File: src/rtl/gps_pkg.sv
// Shared types and constants for the polar Gaussian sampler pipeline.
// Used by the top level and the step modules under rtl; depends on nothing else.
package gps_pkg;

    localparam int LogSteps  = 58;
    localparam int DivSteps  = 64;
    localparam int SqrtSteps = 32;

    // 2*ln(2) in Q1.63, rounded.
    localparam logic [63:0] TWO_LN2_Q63 = 64'hB17217F7D1CF79AC;

    typedef struct packed {
        logic        su;
        logic        sv;
        logic [61:0] cu2;
        logic [61:0] cv2;
        logic [61:0] s;
    } pair_t;

    typedef struct packed {
        pair_t       pair;
        logic [5:0]  e;
    } log_side_t;

    typedef struct packed {
        logic        su;
        logic        sv;
        logic [61:0] s;
    } div_side_t;

    typedef struct packed {
        logic [61:0] rem;
        logic [63:0] lq;
    } div_lane_t;

    typedef struct packed {
        logic su;
        logic sv;
    } sq_side_t;

    typedef struct packed {
        logic [63:0] x;
        logic [63:0] r;
    } sq_lane_t;

endpackage

File: src/rtl/gps_sqrt_step.sv
// One digit of the integer square root for both lanes.
// One register stage; depends on gps_pkg.
module gps_sqrt_step #(
    parameter int BIT_POS = 0
) (
    input  logic              clk,
    input  logic              rst_n,
    input  logic              en,
    input  logic              in_vld,
    input  gps_pkg::sq_side_t in_side,
    input  gps_pkg::sq_lane_t in_u,
    input  gps_pkg::sq_lane_t in_v,
    output logic              out_vld,
    output gps_pkg::sq_side_t out_side,
    output gps_pkg::sq_lane_t out_u,
    output gps_pkg::sq_lane_t out_v
);
    import gps_pkg::*;

    localparam logic [63:0] BitVal = 64'd1 << BIT_POS;

    logic     vld_reg;
    sq_side_t side_reg;
    sq_lane_t u_reg;
    sq_lane_t v_reg;
    sq_lane_t u_next;
    sq_lane_t v_next;

    function automatic sq_lane_t step(input sq_lane_t cur);
        logic [64:0] trial;
        logic        ge;
        sq_lane_t    res;
        begin
            trial = {1'b0, cur.r} + {1'b0, BitVal};
            ge    = ({1'b0, cur.x} >= trial);
            res.x = ge ? (cur.x - trial[63:0]) : cur.x;
            res.r = ge ? ((cur.r >> 1) + BitVal) : (cur.r >> 1);
            return res;
        end
    endfunction

    always_comb
    begin
        u_next = step(in_u);
        v_next = step(in_v);
    end

    always_ff @(posedge clk or negedge rst_n)
    begin
        if (!rst_n)
            vld_reg <= 1'b0;
        else if (en)
            vld_reg <= in_vld;
    end

    always_ff @(posedge clk)
    begin
        if (en)
        begin
            side_reg <= in_side;
            u_reg    <= u_next;
            v_reg    <= v_next;
        end
    end

    assign out_vld  = vld_reg;
    assign out_side = side_reg;
    assign out_u    = u_reg;
    assign out_v    = v_reg;

endmodule

File: config.mk
export PLATFORM = sky130hd
export DESIGN_NAME = gps_sqrt_step
export DESIGN_NICKNAME = d
export VERILOG_FILES = /design/src/rtl/gps_pkg.sv /design/src/rtl/gps_sqrt_step.sv
export SDC_FILE = /design/constraint.sdc
export NUM_CORES = 1
export LEC_CHECK = 0
export ABC_CLOCK_PERIOD_IN_PS = 2100
export BUFFER_PORTS_ARGS = -buffer_cell sky130_fd_sc_hd__buf_2
export CAP_MARGIN = 40
export CELL_PAD_IN_SITES_DETAIL_PLACEMENT = 1
export CELL_PAD_IN_SITES_GLOBAL_PLACEMENT = 2
export CORE_MARGIN = 2
export CORE_UTILIZATION = 25
export CTS_CLUSTER_DIAMETER = 40
export DETAILED_ROUTE_END_ITERATION = 12
export PLACE_DENSITY_LB_ADDON = 0.1
export SYNTH_ARGS = -nofsm -noshare
export SYNTH_HDL_FRONTEND = slang
export SYNTH_SLANG_ARGS = --single-unit
File: constraint.sdc
create_clock -name clk -period 2.1 [get_ports clk]
set_clock_uncertainty 0.2 [all_clocks]
set_input_delay 0.42 -clock clk [delete_from_list [all_inputs] [get_ports clk]]
set_output_delay 0.42 -clock clk [all_outputs]
set_load 0.03 [all_outputs]
==> flow_metrics.tcl <==
set metrics [dict create \
    outcome "finished with violations" \
    violations "setup timing" \
    fin_util_pct 50.25 \
    initial_utilization_pct 25.13 \
    grt_max_degree 77 \
    synthSimpleGateAreaFrac_pct 22.68 \
    critPathLaunchType "input port" \
    layout_common_cells "1107 x buf_4, 510 x buf_2, 258 x edfxtp_1" \
    detail-route-antenna-nets 0 \
    yosysWarningCount 0 \
    peakVddDrop_mv 0.6245 \
    vias_per_cell 4.944 \
    relSlewSlack_pct 35.01 \
    grtUsageTotal_pct 29.05 \
    drtPass1Iterations 5 \
    grt_pass1_wl_um 196200 \
    synth_top_family_by_area "simple AND/OR/NAND/NOR gates" \
    synth-seq-area-share_pct 35.10 \
    async_reset_ff_share_pct 0.3861 \
    ys_types 79 \
    root_buffer "clkbuf_16" \
    wl_per_cell_um 24.31 \
    netlist_area_mm2 0.02214 \
    yosysTopAreaCell "edfxtp_1" \
    dp_hpwl_um 105400 \
    leakagePower_nw 20.14 \
    finalSetupViolations 256 \
    path_clk_slew_ps 50 \
    chipHeight_um 301.6 \
    cp.arrival_ps 5320 \
    rsz0062_at_grt "yes" \
    syn2layout_area_growth_pct 99.95 \
    hold_path.class "in2reg" \
    ys_ff_latch 259 \
    synth_xor_area_share_pct 14.12 \
    yosys.area.top_type_share_pct 34.99 \
    drc_errors 0 \
    worstPathRequired_ps 2400 \
    synthAdderAreaFrac_pct 7.640 \
    routabilityCongestion 0.9067 \
    fp-row-count 109 \
    crit_fanout 8 \
    drt_iter0_drc 1245 \
    synth_ff_type "edfxtp_1" \
    met2_usage_pct 52.04 \
    drive_gt1_share_pct 55.99 \
    grt.met3_usage_pct 5.007 \
    min_period_ps 5012 \
    antenna_found_initial 14 \
    fin_ws_ps -2912 \
    netlist_instances 2547 \
    synth_edf_count 258 \
    coreArea_mm2 0.08810 \
    synthMuxAreaShare_pct 0.4973 \
    dieWidth_um 301.6 \
    drv_slew 0 \
    worst_slew_pin_slew_ps 972.8 \
    crit_type "in2reg" \
    num_vias 27870 \
    synth_compound_area_share_pct 16.38 \
    nets 4810 \
    cts_tree "built" \
    synth_area_leaders "edfxtp_1 35%, ha_1 7.5%, xnor2_1 7.4%" \
    grt.overflow.total 0 \
    cts.path.max_buffers 3 \
    period_share_pct 238.7 \
    synth_nets 2943 \
    power.total_mw 28.69 \
    hold-worst-slack_ps 26.41 \
    cts-buffers-inserted 61 \
    grt_pass1_vias 30710 \
    cts_sinks 259 \
    dieArea_mm2 0.09096 \
    finalWirelength_um 137000 \
    port_buffers 520 \
    hold_viol_final 0 \
    max_freq_ghz 0.1995 \
    synth.avg_cell_area_um2 8.693 \
    clk_latency_ps 660 \
    p_per_area_mw_per_mm2 648.0 \
    nFillCells 10110 \
    num_io_pins 521 \
    top_usage_layer "met2" \
    ctsHtreeMaxLevel 2 \
    cap_violations 0 \
    met1_usage_pct 33.56 \
    layout_commonest_cell "buf_4" \
    end_kind "flop" \
]
-- power by group --
part	switching, mW	total, mW	internal, mW
Sequential	0.243	6.70	6.46
Combinational	6.39	11.6	5.18
Clock	3.65	10.4	6.77
-- worst max-delay path: stages --
cell and delay, ps:
buf_8 80, ha_4 150, nand3_4 100, nor3_4 140, nand4_1 140, nand2b_4 180
or3_4 420, buf_6 140, nor2_4 120, nand2_2 80, xor2_2 180, ha_4 290
and2_4 140, nand3_2 80, or3_4 380, or3_1 350, or4_4 430, o211a_4 300
buf_12 130, or3_4 440, buf_12 190, buf_6 120, clkbuf_16 150, o21ai_1 150
-- synth_stat cells, types with 5 or more instances --
cell	instances
nor4_1	21
o21bai_1	29
nand2_1	339
a211oi_1	15
edfxtp_1	258
nor3_1	74
or2_2	9
a21oi_1	142
nand2b_1	15
xnor2_1	188
nor2b_1	14
nor2_1	172
xor2_1	169
a31oi_1	21
or3_1	25
ha_1	132
or4_1	13
buf_6	5
a21boi_0	5
o21a_1	13
mux2_2	8
o31a_1	8
nand4_1	95
o21ai_0	186
o31ai_1	15
and4_1	27
buf_2	20
and3_1	52
inv_1	55
a21o_1	85
nand3_1	113
clkbuf_1	109
and2_1	15
o211ai_1	5
nor3b_1	6
-- kinds of logic after synthesis --
group / count (synthesis)
muxes: 10
and+or+nand+nor: 1016
xor gates and xnor gates: 357
DFF: 259
buffers and inverters: 192
AOI/OAI and AO/OA: 579
adders and majority gates: 134
-- routing by layer --
layer	share of wire [%]	vias to the layer above
met5	0.062	-
met2	51	787
met1	40	13710
met4	4.8	14
li1	-	13090
met3	4.9	261
-- worst paths after layout --
kind | start | to | slack [ps] | cells past startpoint
min in group asynchronous | rst_n | out_vld$_DFFE_PN0P_ | 400 | 3
worst max-delay path | in_v[2] | out_v[103]$_DFFE_PP_ | -2910 | 24
worst max register to register | out_vld$_DFFE_PN0P_ | out_vld$_DFFE_PN0P_ | 1140 | 1
max in group asynchronous | rst_n | out_vld$_DFFE_PN0P_ | 1190 | 3
worst min register to register | out_vld$_DFFE_PN0P_ | out_vld$_DFFE_PN0P_ | 330 | 1
worst min-delay path | in_v[105] | out_v[105]$_DFFE_PP_ | 30 | 4
-- stage by stage --
stage	cell area, µm²	setup WS, ps	instances	TNS, ps
global route	44270	-3055	5634	-720820
finish	44270	-2912	5636	-687830
detailed placement	34740	-5126	5189	-1048910
global placement	34730	-5305	5188	-1065660
CTS	42530	-2917	5599	-679270
floorplan	23100	-3283	2547	-755220
-- cell type report --
class | count | area (µm²) | area share, %
Clock buffer | 63 | 1544 | 3.487
Antenna cell | 4 | 10.01 | 0.02261
Sequential cell | 259 | 7772 | 17.56
Clock inverter | 53 | 661.9 | 1.495
Tap cell | 1165 | 1458 | 3.292
Multi-Input combinational cell | 2098 | 17620 | 39.81
Timing Repair Buffer | 1938 | 14990 | 33.87
Inverter | 56 | 210.2 | 0.4748
-- registers in the layout, indices dropped and copies added, names as in the netlist --
signal,flops
out_u,128
out_v,128
out_side,2
out_vld,1
-- repair_timing --
item,4_1_cts,5_1_grt
pin swaps,221,195
cloned,22,10
setup buffers,125,54
endpoints found under the setup margin,256,256
endpoints found under the hold margin,159,1
hold buffers,162,1
gates resized for setup,583,361
No activity file was read; power rests on OpenSTA's default activity.
