**src/rtl/gps_pkg.sv**
```systemverilog
// Shared types and constants for the polar Gaussian sampler pipeline.
// Used by the top level and the step modules under rtl; depends on nothing else.
package gps_pkg;

    localparam int LogSteps  = 58;
    localparam int DivSteps  = 64;
    localparam int SqrtSteps = 32;

    // 2*ln(2) in Q1.63, rounded.
    localparam logic [63:0] TWO_LN2_Q63 = 64'hB17217F7D1CF79AC;

    typedef struct packed {
        logic        su;
        logic        sv;
        logic [61:0] cu2;
        logic [61:0] cv2;
        logic [61:0] s;
    } pair_t;

    typedef struct packed {
        pair_t       pair;
        logic [5:0]  e;
    } log_side_t;

    typedef struct packed {
        logic        su;
        logic        sv;
        logic [61:0] s;
    } div_side_t;

    typedef struct packed {
        logic [61:0] rem;
        logic [63:0] lq;
    } div_lane_t;

    typedef struct packed {
        logic su;
        logic sv;
    } sq_side_t;

    typedef struct packed {
        logic [63:0] x;
        logic [63:0] r;
    } sq_lane_t;

endpackage

```
**src/rtl/gps_div_step.sv**
```systemverilog
// One restoring-division step for both lanes against the shared divisor s.
// One register stage; depends on gps_pkg.
module gps_div_step (
    input  logic               clk,
    input  logic               rst_n,
    input  logic               en,
    input  logic               in_vld,
    input  gps_pkg::div_side_t in_side,
    input  gps_pkg::div_lane_t in_u,
    input  gps_pkg::div_lane_t in_v,
    output logic               out_vld,
    output gps_pkg::div_side_t out_side,
    output gps_pkg::div_lane_t out_u,
    output gps_pkg::div_lane_t out_v
);
    import gps_pkg::*;

    logic      vld_reg;
    div_side_t side_reg;
    div_lane_t u_reg;
    div_lane_t v_reg;
    div_lane_t u_next;
    div_lane_t v_next;

    function automatic div_lane_t step(input div_lane_t cur, input logic [61:0] d);
        logic [62:0] r2;
        logic [62:0] diff;
        logic        ge;
        div_lane_t   res;
        begin
            r2   = {cur.rem, cur.lq[63]};
            diff = r2 - {1'b0, d};
            ge   = (r2 >= {1'b0, d});
            res.rem = ge ? diff[61:0] : r2[61:0];
            res.lq  = {cur.lq[62:0], ge};
            return res;
        end
    endfunction

    always_comb
    begin
        u_next = step(in_u, in_side.s);
        v_next = step(in_v, in_side.s);
    end

    always_ff @(posedge clk or negedge rst_n)
    begin
        if (!rst_n)
            vld_reg <= 1'b0;
        else if (en)
            vld_reg <= in_vld;
    end

    always_ff @(posedge clk)
    begin
        if (en)
        begin
            side_reg <= in_side;
            u_reg    <= u_next;
            v_reg    <= v_next;
        end
    end

    assign out_vld  = vld_reg;
    assign out_side = side_reg;
    assign out_u    = u_reg;
    assign out_v    = v_reg;

endmodule

```
**config.mk**
```make
export PLATFORM = sky130hd
export DESIGN_NAME = gps_div_step
export DESIGN_NICKNAME = d
export VERILOG_FILES = /design/src/rtl/gps_pkg.sv /design/src/rtl/gps_div_step.sv
export SDC_FILE = /design/constraint.sdc
export NUM_CORES = 1
export LEC_CHECK = 0
export BUFFER_PORTS_ARGS = -buffer_cell sky130_fd_sc_hd__clkbuf_2
export CELL_PAD_IN_SITES_DETAIL_PLACEMENT = 0
export CELL_PAD_IN_SITES_GLOBAL_PLACEMENT = 1
export CORE_AREA = 2 2 245 247
export CTS_BUF_LIST = sky130_fd_sc_hd__clkbuf_8
export CTS_CLUSTER_DIAMETER = 40
export DETAILED_ROUTE_END_ITERATION = 16
export DIE_AREA = 0 0 247 249
export MAX_ROUTING_LAYER = met4
export PLACE_DENSITY = 0.73
export SYNTH_ARGS = -nofsm -noshare
export SYNTH_HDL_FRONTEND = slang
export SYNTH_SLANG_ARGS = --single-unit
```
**constraint.sdc**
```tcl
create_clock -name clk -period 0.8 [get_ports clk]
set_input_delay 0.16 -clock clk [delete_from_list [all_inputs] [get_ports clk]]
set_output_delay 0.16 -clock clk [all_outputs]
set_load 0.01 [all_outputs]
```
==> results.md <==
Clock tree:
- The H-tree generated during clock tree synthesis spans 3 levels.
- The clock-pin slew reported for the worst setup and hold paths after clock tree synthesis is 0.06 ns.
- The root buffer cell is clkbuf_8.
- The number of clock buffers inserted by TritonCTS is 71.
- The maximum number of buffers from clock root to sink is 3.
- The clock latency reported for the late side of the worst-skew pair is 0.64 ns.
- The clock tree from TritonCTS is built.
- The clock sink count is 317.

STA:
- The count of final hold-check violations came to 0.
- The worst setup slack after layout is -2.00 ns.
- The worst slack on hold paths is 0.0353 ns.
- The final period demand of the worst path is 2.80 ns.
- The final count of pins violating max slew is 0.
- For the pin with the worst max-slew slack, the measured transition is 0.727 ns.
- Static timing analysis puts the maximum clock frequency at 357 MHz.
- Measured against its own limit, the worst slew margin works out to 51.0%.
- Setup violations remaining at the end of the flow were counted as 603.
- Setup repair after global routing could not meet its margin everywhere.
- Setup total negative slack on the finished layout was measured at -442.73 ns.
- The clock skew is 0 ns.
- The final critical path takes up 350% of the cycle.

Cells and area:
- The number of nets in the final layout is 3,874.
- For this run, the number of standard cells in the final layout without fillers is 4,267.
- Measured on the finished design, the core utilization comes to 59.2%.
- The summed area of non-filler cells in the final layout is 0.0347 mm^2.
- Cells with a size suffix above 1 make up 49.8% of the layout.
- The synthesis-to-layout area growth is 88.9%.

Floorplanning:
- After floorplanning, the core was sized to cover 0.0587 mm^2.
- Once the floorplan was initialized, standard cells occupied 31.3% of the core.
- The top-level I/O count is 637.
- The die covers 0.0615 mm^2.
- The die is 249 um tall.
- The die is 247 um wide.
- The floorplan has 89 rows.

Critical path:
- The largest fanout on the critical path is 7.
- The highest-delay cell along the critical path is o41ai_4.
- The startpoint-to-endpoint class of the critical path is in2reg.
- STA classifies the critical path endpoint as a register.
- The critical path goes through buf_8 -> clkinvlp_4 -> buf_6 -> ha_4 -> nand2b_4 -> a211oi_4 -> o22ai_4 -> o41ai_4 -> buf_4 -> a21oi_4 -> o311a_1 -> o21ai_2 -> a31oi_4 -> buf_12 -> buf_12 -> buf_4 -> o41ai_4.
- The data required time of the critical path is 1.25 ns.
- The category of the worst setup path launch point is an input pin.
- The delay contributed by the slowest stage of the critical path is 0.34 ns.
- The kind of cell with the highest combined delay on the critical path is compound AO/OA/AOI/OAI gates.
- For flop-to-flop paths, the worst setup slack is 0.03 ns.
- The sum of buffers and inverters on the critical path is 7.
- The endpoint arrival time on the critical path is 3.25 ns.

Power and ir drop:
- The leakage power of the design is 15.9 nW.
- Summing internal, switching and leakage power gives 62.6 mW.
- The cell area power density is 1800 mW/mm^2.
- The worst IR drop on VDD is 0.00132 V.

Logic synthesis:
- After synthesis the netlist holds a flip-flop and latch count of 317.
- Synthesis instantiated 72 different standard cells from the library.
- The library cell with the largest summed area after synthesis is edfxtp_1.
- Summing every instance area after synthesis gives 0.0184 mm^2.
- Sequential elements use 51.7% of the synthesized area.
- Counting flops with a built-in enable in the synthesized netlist gives 316.
- The proportion of netlist area held by the largest area contributor is 51.6%.
- Sorting the synthesized cells by area gives the leading types as edfxtp_1 (52%), ha_1 (8.6%), a21oi_1 (5.4%).
- Averaged over all synthesized cells, the footprint is 10.6 um^2.
- The synthesized instance count is 1,742.
- The number of nets in the synthesized netlist is 2,190.
- Counting instances in the post-synthesis netlist gives the leading cell types as edfxtp_1 (316), a21oi_1 (197), nand2_1 (170), o21ai_0 (142), ha_1 (126).
- The warning count from the yosys run is 0.
- By instance count, the leading cell after synthesis is edfxtp_1.
- The proportion of synthesized flip-flops having asynchronous set or reset is 0.315%.
- The most instantiated flip-flop cell in the synthesis netlist is edfxtp_1.

Global routing:
- The initial antenna violation count is 11.
- The number of global-route vias before repair came to 21,800.
- Global routing finished with a remaining overflow of 0.
- The maximum number of pins on one net before global-route repair is 57.
- The global-route wire length before repair is 131,000 um.
- The total global routing track utilization is 29.2%.

Outcome:
- The checks that failed: negative setup slack.
- The flow ran to the end, but the final reports show violations.

Route:
- The first TritonRoute pass finished after 6 iterations.
- Wires add up to 92,700 um.
- The count of nets left with antenna violations after detail routing is 0.
- The number of vias after detailed routing is 21,000.
- The average detailed-routed wire length per instance is 21.7 um.
- Using the TritonRoute via totals, the vias-per-cell ratio works out to 4.92.
- For this run, design rule violations remaining after detail routing come to 0.
- After the first detailed-routing iteration, the DRC count stood at 1,273.

Place:
- The congestion estimate from routability-driven global placement came to 0.956.
- The number of cells after detailed placement is 3,749.
- The quantity of I/O buffers inserted on ports is 636.
- Before CTS, the worst setup slack after placement is -2.87 ns.
- In this run the cell area measured after placement is 0.0278 mm^2.
- The sum of net half-perimeters after detailed placement is 68,000 um.

Job:
- Across the run, the number of max-cap violations was 0.

Min path:
- In this run the worst hold path is classified as in2reg.
[state kept, by name, indices dropped and copies added, names as in the netlist]
name / cells
out_u: 126
out_vld: 1
out_v: 126
out_side: 64
[cells by family after synthesis]
kind of cell | count (synthesis) | synth area share, %
AO/OA/AOI/OAI | 545 | 18.0
XOR/XNOR | 113 | 5.38
adder cells (fa/ha/maj) | 128 | 8.79
buffers and inverters | 172 | 3.69
flip-flops | 317 | 51.7
multiplexers | 21 | 1.28
AND/OR/NAND/NOR | 446 | 11.1
[placed cells by master, fill, tap and decap left out, types with 24 or more instances in the layout]
cell,count
xor2_1,46
ha_1,101
a21oi_1,137
xnor2_1,67
nor2_1,86
buf_4,651
o21ai_1,33
clkbuf_8,74
edfxtp_1,316
buf_12,28
o21ai_2,30
a21oi_2,47
nand4_1,38
dlygate4sd3_1,316
o21bai_1,30
clkbuf_2,580
a21o_1,51
nand3_1,24
buf_6,50
inv_1,104
o21ai_0,81
nand2_1,139
nor2_2,28
[final timing paths]
check / startpoint / to / cells after the start
max reg2reg: out_vld$_DFFE_PN0P_ / out_vld$_DFFE_PN0P_ / 1
min in group asynchronous: rst_n / out_vld$_DFFE_PN0P_ / 3
max: in_side[1] / out_v[118]$_DFFE_PP_ / 17
max in group asynchronous: rst_n / out_vld$_DFFE_PN0P_ / 3
min: en / out_u[21]$_DFFE_PP_ / 2
min reg2reg: out_vld$_DFFE_PN0P_ / out_vld$_DFFE_PN0P_ / 1
[power by group]
part | leakage, nW | internal, mW | total [mW] | switching (mW)
logic | 12.1 | 11.1 | 22.0 | 10.9
registers | 3.10 | 20.6 | 21.5 | 0.889
clock network | 0.760 | 10.7 | 19.1 | 8.43
total | 15.9 | 42.4 | 62.6 | 20.2
[repair_timing]
item / in CTS / in global routing
cloned: 10 / 8
pin swaps: 48 / 52
resized for setup: 155 / 326
setup buffers: 31 / 19
setup endpoints to repair: 443 / 602
hold endpoints to repair: 330 / 0
hold buffers: 316 / 0
[layer usage]
| metal | part of all wire (%) | up-vias | track usage, % | wire (um) |
|---|---|---|---|---|
| met5 | 0 | - | - | 0 |
| met4 | 4.5 | 0 | 13.6 | 4130 |
| met3 | 5.8 | 205 | 5.97 | 5390 |
| met2 | 51 | 740 | 50.2 | 46900 |
| met1 | 39 | 10200 | 32.3 | 36200 |
| li1 | - | 9883 | - | - |
[final cells by class]
cell class | instances | area (um^2)
multi-input combinational | 1253 | 9560
tap | 773 | 967
fill | 4918 | 23900
antenna | 13 | 32.5
sequential | 317 | 9510
timing repair buffer | 1673 | 12800
inverter | 110 | 422
clock inverter | 55 | 462
clock buffer | 73 | 1000
Note: power is estimated with default switching activity, not from simulation.
